File: src/hw/rtl/sem_ram.sv
// ----------------------------------------------------------------------------
// Generic simple dual-port RAM
// One write and one read per cycle, registered read data held unless
// enabled; a read of the address being written returns the new data.
// ----------------------------------------------------------------------------
`default_nettype none

module sem_ram #(
   parameter int unsigned WIDTH = 8,
   parameter int unsigned DEPTH = 255
) (
   input  wire logic                     clock,
   input  wire logic                     wr_en,
   input  wire logic [$clog2(DEPTH)-1:0] wr_addr,
   input  wire logic [WIDTH-1:0]         wr_data,
   input  wire logic                     rd_en,
   input  wire logic [$clog2(DEPTH)-1:0] rd_addr,
   output      logic [WIDTH-1:0]         rd_data
);

   logic [WIDTH-1:0] mem_ff [DEPTH];

   always_ff @(posedge clock) begin
      if (wr_en) begin
         mem_ff[wr_addr] <= wr_data;
      end
      if (rd_en) begin
         rd_data <= (wr_en && wr_addr == rd_addr) ? wr_data : mem_ff[rd_addr];
      end
   end

endmodule : sem_ram

`default_nettype wire

File: config.mk
export PLATFORM = sky130hd
export DESIGN_NAME = sem_ram
export DESIGN_NICKNAME = d
export VERILOG_FILES = /design/src/hw/rtl/sem_ram.sv
export SDC_FILE = /design/constraint.sdc
export NUM_CORES = 2
export LEC_CHECK = 0
export BUFFER_PORTS_ARGS = -buffer_cell sky130_fd_sc_hd__buf_2
export CAP_MARGIN = 10
export CORE_ASPECT_RATIO = 1.25
export CORE_MARGIN = 3
export CORE_UTILIZATION = 60
export DETAILED_ROUTE_END_ITERATION = 8
export GPL_TIMING_DRIVEN = 0
export PLACE_DENSITY = 0.76
export SLEW_MARGIN = 0
export SYNTH_ARGS = -nofsm -noshare
export SYNTH_HDL_FRONTEND = slang
export SYNTH_SLANG_ARGS = --single-unit
File: constraint.sdc
create_clock -name clock -period 3.3 [get_ports clock]
set_clock_uncertainty 0.05 [all_clocks]
set_input_delay 0.33 -clock clock [delete_from_list [all_inputs] [get_ports clock]]
set_output_delay 0.33 -clock clock [all_outputs]
set_load 0.01 [all_outputs]
==> reports/results.txt <==
status -> finished, violations left
violated checks -> capacitance limit, slew limit, setup timing
row count -> 149
Slew Limit Fails -> 11
DR vias -> 44200
unrepaired setup endpoints after global routing -> no
first-pass GRT wire length -> 348 mm
CP Cell Sequence -> buf_2 > buf_4 > buf_4 > buf_4 > clkbuf_4 > mux4_2 > a22oi_1 > o21ai_1 > nor3_4 > nor3_1
Synth async-reset ratio -> 0
CP startpoint -> rd_addr[2]
GRT Total Usage -> 0.376
Core Area -> 132000 sq um
R2R setup slack -> 70 ps
Crit path top cell by count -> buf_4
Gate power share -> 0.065
HPWL after DPL -> 168 mm
CTS H-tree lvls -> 4
drc violations -> 0
Clk pwr share -> 0.393
flops & latches, synth -> 2048
final worst setup slack -> -229 ps
Crit path depth -> 10
power per cell area -> 593 nW/um^2
Yosys cell types -> 56
Routability Congestion -> 1.06
Reg2Reg Launch Point -> mem_ff[231][6]
CP max FO -> 11
kind of critical path -> primary input to register
CP endpoint kind -> register
Clock Pin Slew Worst Setup and Hold Paths -> 60 ps
Fin. Hold Viols -> 0
Flop pwr share -> 0.542
die width -> 333 um
internal power -> 41100 uW
Crit Reg-Reg Endpoint -> rd_data[6]
Post-Syn Area -> 80200 sq um
drt initial violations -> 8646
later-pin clock latency in the skew report -> 860 ps
layout cells sized above 1 -> 0.224
number of global-route vias before repair -> 42400
total CTS buffers -> 183
P_leak -> 0.0280 uW
startpoint types -> primary input
warnings from Yosys -> 0
Final setup viols -> 6
sequential-to-total area share from yosys stat -> 0.767
Die Ht -> 415 um
Synth area leaders -> edfxtp_1 (77%), mux4_2 (12%), mux2i_1 (3.1%)
Net Sw Frac -> 0.223
switching power -> 11800 uW
fill count -> 8197
dominant synthesized flop cell -> edfxtp_1
Tcrit/Tclk final -> 1.07
final WL -> 258 mm
total gr overflow -> 0
Slowest-stage cell, CP -> clkbuf_4
area leader, netlist -> edfxtp_1
initial antenna violation count -> 16
Fmax -> 283 MHz
Post-synth EDFFs -> 2048
Crit path arrival time -> 4040 ps
die area -> 138000 sq um
largest net degree at the start of global routing -> 178
Post-DRT Antenna Nets -> 0
Sink Count -> 2048
area of the multi-input gates -> 17300 sq um
syn nets -> 3873
# IOs -> 35
CTS tree -> done
Final Power -> 53000 uW
HP Class -> primary input to register
crit path to -> rd_data[4]
Max transition margin -> -0.0378
CTS Root Cell -> clkbuf_16
Port Buffers -> 26
fin crit period -> 3530 ps
Worst VDD drop -> 548 uV
Via density -> 7.40
crit-path max cell delay -> 510 ps
Max Root-Sink Buffers -> 3
post-DR wirelength/cell -> 43.1 um
CP top delay family -> buffers and inverters
area share of the largest cell type after synthesis -> 0.767
WP data required -> 3810 ps
Initial Util -> 0.606
R2R cell count -> 7
final layout net count -> 4113
synth cell count leaders -> edfxtp_1 (2048), mux4_2 (435), nor2_1 (287)
hold_ws -> 21.7 ps
start point of the worst hold path -> wr_data[0]
count leader, synth -> edfxtp_1
slew at the pin closest to its max-slew limit -> 1560 ps
MaxCap Viol Count -> 1
TritonRoute pass-1 iters -> 8
Area Overhead vs Synth -> 11.4%
post-synthesis cell count -> 3846
Register Area -> 61500 sq um
Avg Inst Size Synth -> 20.8 sq um
Buf+Inv Stages, Crit Path -> 5
[flip-flops by register name, indices dropped and copies added (netlist names)]
register  cells
rd_data       8
mem_ff     2040
[routing by layer]
metal  share of wire  global-route usage
met4            0.10               0.300
met2            0.45               0.557
met5         0.00024                   0
met1            0.31               0.460
met3            0.14               0.122
[power groups by stage]
stage               Combinational (uW)  Clock (uW)  Sequential, uW
floorplan                         1510           0           29300
global placement                  3100           0           29300
detailed placement                3210           0           29300
CTS                               3270       20700           28700
global route                      3430       21700           28700
finish                            3450       20800           28700
[how the worst min path moves through the flow]
stage                          end  slack [ps]  depth (start not counted)
floorplan             mem_ff[0][0]         380                          0
global placement        rd_data[3]         610                          1
detailed placement      rd_data[3]         640                          1
CTS                 mem_ff[241][7]          20                          1
global route        mem_ff[241][7]          60                          1
finish              mem_ff[202][0]          20                          1
[logic make-up after synthesis]
kind of cell,after synthesis,synth area share
flops,2048,0.767
buf+inv,250,0.0193
compound gates,311,0.0283
simple gates,534,0.0291
mux,695,0.155
xor+xnor,8,0.000874
[timing repair]
action	4_1_cts	5_1_grt
setup endpoints to repair	8	8
pin swaps	2	3
hold buffers	7	0
endpoints found under the hold margin	381	0
resized for setup	119	48
setup buffers	0	0
[worst register-to-register path, delay by kind of cell, from the launching register on]
| family | cells | cell delay (ps) |
|---|---|---|
| AO/OA/AOI/OAI | 3 | 800 |
| flip-flops | 1 | 390 |
| AND/OR/NAND/NOR | 3 | 1200 |
| multiplexers | 1 | 490 |
[layout make-up]
| type | count | area share |
|---|---|---|
| Antenna cell | 11 | 0.000308 |
| Buffer | 241 | 0.0202 |
| Clock buffer | 230 | 0.0540 |
| Clock inverter | 97 | 0.00982 |
| Inverter | 7 | 0.000308 |
| Multi-Input combinational cell | 1548 | 0.194 |
| Sequential cell | 2048 | 0.689 |
| Tap cell | 1736 | 0.0243 |
| Timing Repair Buffer | 57 | 0.00838 |
[placed cells by master (no fill, tap or decap), drive strengths merged, types with 4 or more instances in the layout]
master | synthesis | final
nand2b | 6 | 6
buf | 135 | 176
o21ai | 18 | 18
a31oi | 4 | 4
nor2b | 12 | 12
nor3 | 55 | 55
bufinv | 0 | 14
o221ai | 106 | 106
dlygate4sd3 | 0 | 7
a22oi | 11 | 11
clkinv | 1 | 71
a32oi | 8 | 8
clkdlybuf4s15 | 0 | 4
nand4 | 16 | 16
mux2i | 249 | 249
or3 | 10 | 10
nand2 | 72 | 72
a221oi | 4 | 4
a22o | 6 | 6
o22ai | 58 | 58
nor2 | 287 | 287
edfxtp | 2048 | 2048
mux2 | 8 | 8
and3 | 8 | 8
nand3 | 40 | 40
a21oi | 54 | 54
xnor2 | 8 | 8
a2111oi | 4 | 4
diode | 0 | 11
clkinvlp | 0 | 8
clkbuf | 108 | 341
inv | 6 | 11
mux4 | 438 | 438
nor4 | 12 | 12
a211oi | 15 | 15
and2 | 6 | 6
[through the flow]
| step | setup TNS [ps] | instances | worst slack, ps | cell area, sq um | util |
|---|---|---|---|---|---|
| detailed placement | -355430 | 5632 | -2330 | 83000 | 0.627 |
| finish | -742 | 5975 | -229 | 89300 | 0.675 |
| global route | 0 | 5964 | 1.66 | 89300 | 0.675 |
| floorplan | 0 | 3846 | 558 | 80200 | - |
| global placement | -2830950 | 5608 | -2620 | 82500 | 0.623 |
| CTS | 0 | 5964 | 4.66 | 89100 | 0.673 |
Note: power is estimated with default switching activity, not from simulation.
