--- config.mk ---
export PLATFORM = sky130hd
export DESIGN_NAME = sem_root_cell
export DESIGN_NICKNAME = d
export VERILOG_FILES = /design/src/hw/rtl/sem_pkg.sv /design/src/hw/rtl/sem_root_cell.sv
export SDC_FILE = /design/constraint.sdc
export NUM_CORES = 1
export LEC_CHECK = 0
export ABC_AREA = 1
export BUFFER_PORTS_ARGS = -buffer_cell sky130_fd_sc_hd__buf_4
export CORE_MARGIN = 5
export CORE_UTILIZATION = 25
export CTS_BUF_LIST = sky130_fd_sc_hd__clkbuf_4 sky130_fd_sc_hd__clkbuf_8 sky130_fd_sc_hd__clkbuf_16
export CTS_CLUSTER_SIZE = 28
export DETAILED_ROUTE_END_ITERATION = 6
export HOLD_SLACK_MARGIN = 0.03
export PLACE_DENSITY_LB_ADDON = 0.25
export SETUP_SLACK_MARGIN = 0.1
export SLEW_MARGIN = 0
export SYNTH_ARGS = -nofsm -noshare
export SYNTH_HDL_FRONTEND = slang
export SYNTH_SLANG_ARGS = --single-unit
--- constraint.sdc ---
create_clock -name clock -period 6.62 [get_ports clock]
set_clock_uncertainty 0.15 [all_clocks]
set_input_delay 0.993 -clock clock [delete_from_list [all_inputs] [get_ports clock]]
set_output_delay 0.993 -clock clock [all_outputs]
set_load 0.02 [all_outputs]
--- src/hw/rtl/sem_pkg.sv ---
// ----------------------------------------------------------------------------
// Sobel edge magnitude package
// Shared types and constants for the window front end and the root chain.
// ----------------------------------------------------------------------------
`default_nettype none

package sem_pkg;

   localparam int unsigned PIX_W   = 8;
   localparam int unsigned GRAD_W  = 21;   // Gx^2 + Gy^2 < 2 * 1024^2
   localparam int unsigned SUM_W   = 17;   // radicand, saturated: roots of 256 up clamp
   localparam int unsigned ROOT_W  = 9;    // floor root of SUM_W bits
   localparam int unsigned STAGES  = 9;    // one root bit per cell
   localparam logic [PIX_W-1:0] PIX_MAX = 8'd255;

   localparam logic CSR_WIDTH  = 1'b0;
   localparam logic CSR_HEIGHT = 1'b1;

   // what travels from one root cell to the next
   typedef struct packed {
      logic              valid;
      logic              last;
      logic [SUM_W-1:0]  radicand;
      logic [ROOT_W-1:0] root;
   } root_bus_type;

endpackage : sem_pkg

`default_nettype wire

--- src/hw/rtl/sem_root_cell.sv ---
// ----------------------------------------------------------------------------
// Square root cell
// Decides one bit of the floor root and hands the partial root on.
// ----------------------------------------------------------------------------
`default_nettype none

module sem_root_cell
   import sem_pkg::*;
#(
   parameter int unsigned BIT = 8
) (
   input  wire logic         clock,
   input  wire logic         reset,
   input  wire logic         advance,
   input  wire root_bus_type prev,
   output      root_bus_type next
);

   root_bus_type       next_ff, next_in;
   logic [ROOT_W-1:0]  trial;
   logic [2*ROOT_W-1:0] square;

   always_comb begin
      trial = prev.root | (ROOT_W'(1) << BIT);
      square = trial * trial;    // 9 x 9 bits
      next_in = prev;
      if ({1'b0, square} <= {{(2*ROOT_W-SUM_W+1){1'b0}}, prev.radicand}) begin
         next_in.root = trial;
      end
   end

   always_ff @(posedge clock) begin
      if (reset) begin
         next_ff.valid <= 1'b0;
      end else if (advance) begin
         next_ff.valid <= next_in.valid;
      end
      if (advance) begin
         next_ff.last     <= next_in.last;
         next_ff.radicand <= next_in.radicand;
         next_ff.root     <= next_in.root;
      end
   end

   assign next = next_ff;

endmodule : sem_root_cell

`default_nettype wire

==> impl_metrics.toml <==
[run_status]
outcome = "finished clean"

[yosys]
syn_avg_cell_area_um2 = 8.64
async_reset_ff_share_pct = 0
synth.cell_area_um2 = 3550
synth_fp_nets = 533
synth-seq-cells = 28
yosysSeqAreaShare_pct = 23.4
syn_inst = 411
ys_types = 29
synth_ff_type = "edfxtp_1"
synth_edf_count = 27
yosys_warnings = 0

[global_route]
grt_pass1_vias = 2738
grt.overflow.total = 0
antenna_found_initial = 0
grt_pass1_wl_um = 12300
track_usage_pct = 9.05
grt_max_degree = 29

[clock_tree]
cts_tree = "built"
clk_latency_ns = 0.27
cts_setup_buffers = 0
holdBufCountCts = 0
clk_pin_slew_ns = 0.08
cts_root_buf = "clkbuf_16"
cts_buffer_depth = 2
clkSinkCount = 28
htree_num_levels = 1
cts_made_buffers = 3
post_cts_resized = 0

[sta]
setup_viol = 0
max_freq_mhz = 171
drv_slew = 0
setup_ws_ns = 0.788
finalCriticalPeriod_ns = 5.83
rsz0062_at_grt = "false"
relSlewSlack_pct = 72.7
min_period_over_period_pct = 88.1
worstMarginPinSlew_ns = 0.410
hold_violations = 0
fin_setup_tns_ns = 0

[route]
via_per_inst = 4.12
firstDrtPassIters = 7
wl_per_cell_um = 11.2
vias = 2659
drcViolationCount = 0
drtIter0Drc = 86
wirelength_um = 7210
final_antenna_net_count = 0

[min_path]
min-delay-start = "next[27]$_SDFFE_PP0P_"
hold_end = "next[27]$_SDFFE_PP0P_"
hp-class = "reg2reg"
hold_path_depth = 2

[worst_setup_path]
crit_required_ns = 6.62
start_kind = "primary input"
r2r_start = "next[27]$_SDFFE_PP0P_"
cp-end-kind = "flop"
crit_path_max_incr_delay_ns = 0.54
cp_max_fo = 11
crit_arrival_ns = 5.83
cpMaxStageDelayCell = "fa_1"
worst-setup-path-type = "in2reg"
crit_top_cell = "nand2_1"
startpoint = "prev[1]"
rrSetupSlack_ns = 5.87
reg2regPathDepth = 2
reg2reg_to = "next[27]$_SDFFE_PP0P_"

[floorplan]
die_y_um = 129
die_area_um2 = 16700
io_pins = 59
fp-row-count = 43
coreArea_um2 = 13900
start_util_pct = 25.6
die_width_um = 129

[layout]
area_delta_synth_final_pct = 20.8
fin_area_um2 = 4290
final_cells = 646
largest_reg_flops = 28
antennaDiodeCount = 0
drive_above_1_share_pct = 15.9
nets = 589

[power_and_ir_drop]
power_density_nw_per_um2 = 338
p_leak_nw = 2.43
vdd_drop_max_v = 0.000156

[place]
dpl.cell_count = 642
dp_hpwl_um = 6140
place_ws_ns = 0.493
dpl_cell_area_um2 = 4190
gp_congestion = 0.810
port_buffers = 58

[run]
drv.max_cap_violation_count = 0
==> critical path, delay by kind of cell <==
family / cells / cell delay (ns)
xor+xnor: 2 / 0.27
simple gates: 15 / 1.43
buf+inv: 7 / 0.46
compound gates: 1 / 0.15
fa+ha+maj: 6 / 2.51
==> stage by stage <==
stage	util, %	hold WS, ns	power (W)
floorplan	-	0.429	0.00104
global placement	30.2	0.327	0.00126
detailed placement	30.2	0.344	0.00128
CTS	30.9	0.366	0.00149
global route	30.9	0.395	0.00165
finish	30.9	0.365	0.00145
==> how the worst max path moves through the flow <==
stage	slack (ns)	endpoint
2_1_floorplan	0.87	next[8]$_SDFFCE_PP1P_
5_1_grt	0.40	next[8]$_SDFFCE_PP1P_
3_3_place_gp	0.69	next[8]$_SDFFCE_PP1P_
3_5_place_dp	0.49	next[8]$_SDFFCE_PP1P_
6_report	0.79	next[8]$_SDFFCE_PP1P_
4_1_cts	0.79	next[8]$_SDFFCE_PP1P_
==> cell families after synthesis <==
logic type	synth area share, %
AND/OR/NAND/NOR	12.7
flip-flops	23.4
AO/OA/AOI/OAI	5.29
multiplexers	0.282
XOR/XNOR	4.69
adder cells (fa/ha/maj)	39.5
buffers and inverters	14.2
==> cells in the mapped netlist (3+ instances only) <==
master	n	area (um2)
nand2_1	82	308
ha_1	56	701
nand3_2	3	30.0
xnor2_1	9	78.8
inv_1	127	477
xor2_1	10	87.6
a21oi_1	13	65.1
clkbuf_1	7	26.3
fa_1	35	701
nand3_1	6	30.0
nor2_1	12	45.0
edfxtp_1	27	811
==> layout by cell type, fill, tap and decap left out <==
master,n
a31o_2,1
fa_1,35
ha_1,56
nor2_1,12
buf_4,58
a21oi_1,13
edfxtp_1,27
a21o_1,1
nand3_2,3
dfxtp_1,1
nand3b_1,1
nor4_1,1
clkbuf_16,3
xor2_1,10
a21o_2,2
nand3_1,6
bufinv_16,1
o21ai_0,2
or2_2,2
mux2i_1,1
inv_1,127
a211oi_1,1
nand2_1,82
a21oi_2,2
o21bai_1,1
a31oi_1,2
nand4_1,2
o2111ai_1,1
xnor2_1,9
o21a_1,1
o21ai_2,2
==> final cells by class <==
cell class                      instances  area, um2
Clock buffer                            3       75.1
Clock inverter                          1       30.0
Fill cell                            1497       9590
Inverter                              127        477
Multi-Input combinational cell        249       2220
Sequential cell                        28        831
Tap cell                              180        225
Timing Repair Buffer                   58        435
==> power by group <==
group          internal, W  leakage [nW]  switching [W]
clock network     0.000121        0.0511      0.0000697
logic             0.000433          2.11       0.000611
registers         0.000212         0.273     0.00000403
total             0.000765          2.43       0.000684
==> routing by layer <==
| layer | up-vias | GRT usage [%] | part of all wire [%] |
|---|---|---|---|
| met5 | - | 0 | 0 |
| met4 | 0 | 1.48 | 0.71 |
| met3 | 5 | 1.85 | 3.9 |
| met2 | 39 | 16.7 | 53 |
| met1 | 1266 | 11.0 | 43 |
| li1 | 1349 | - | - |
Note: power is estimated with default switching activity, not from simulation.
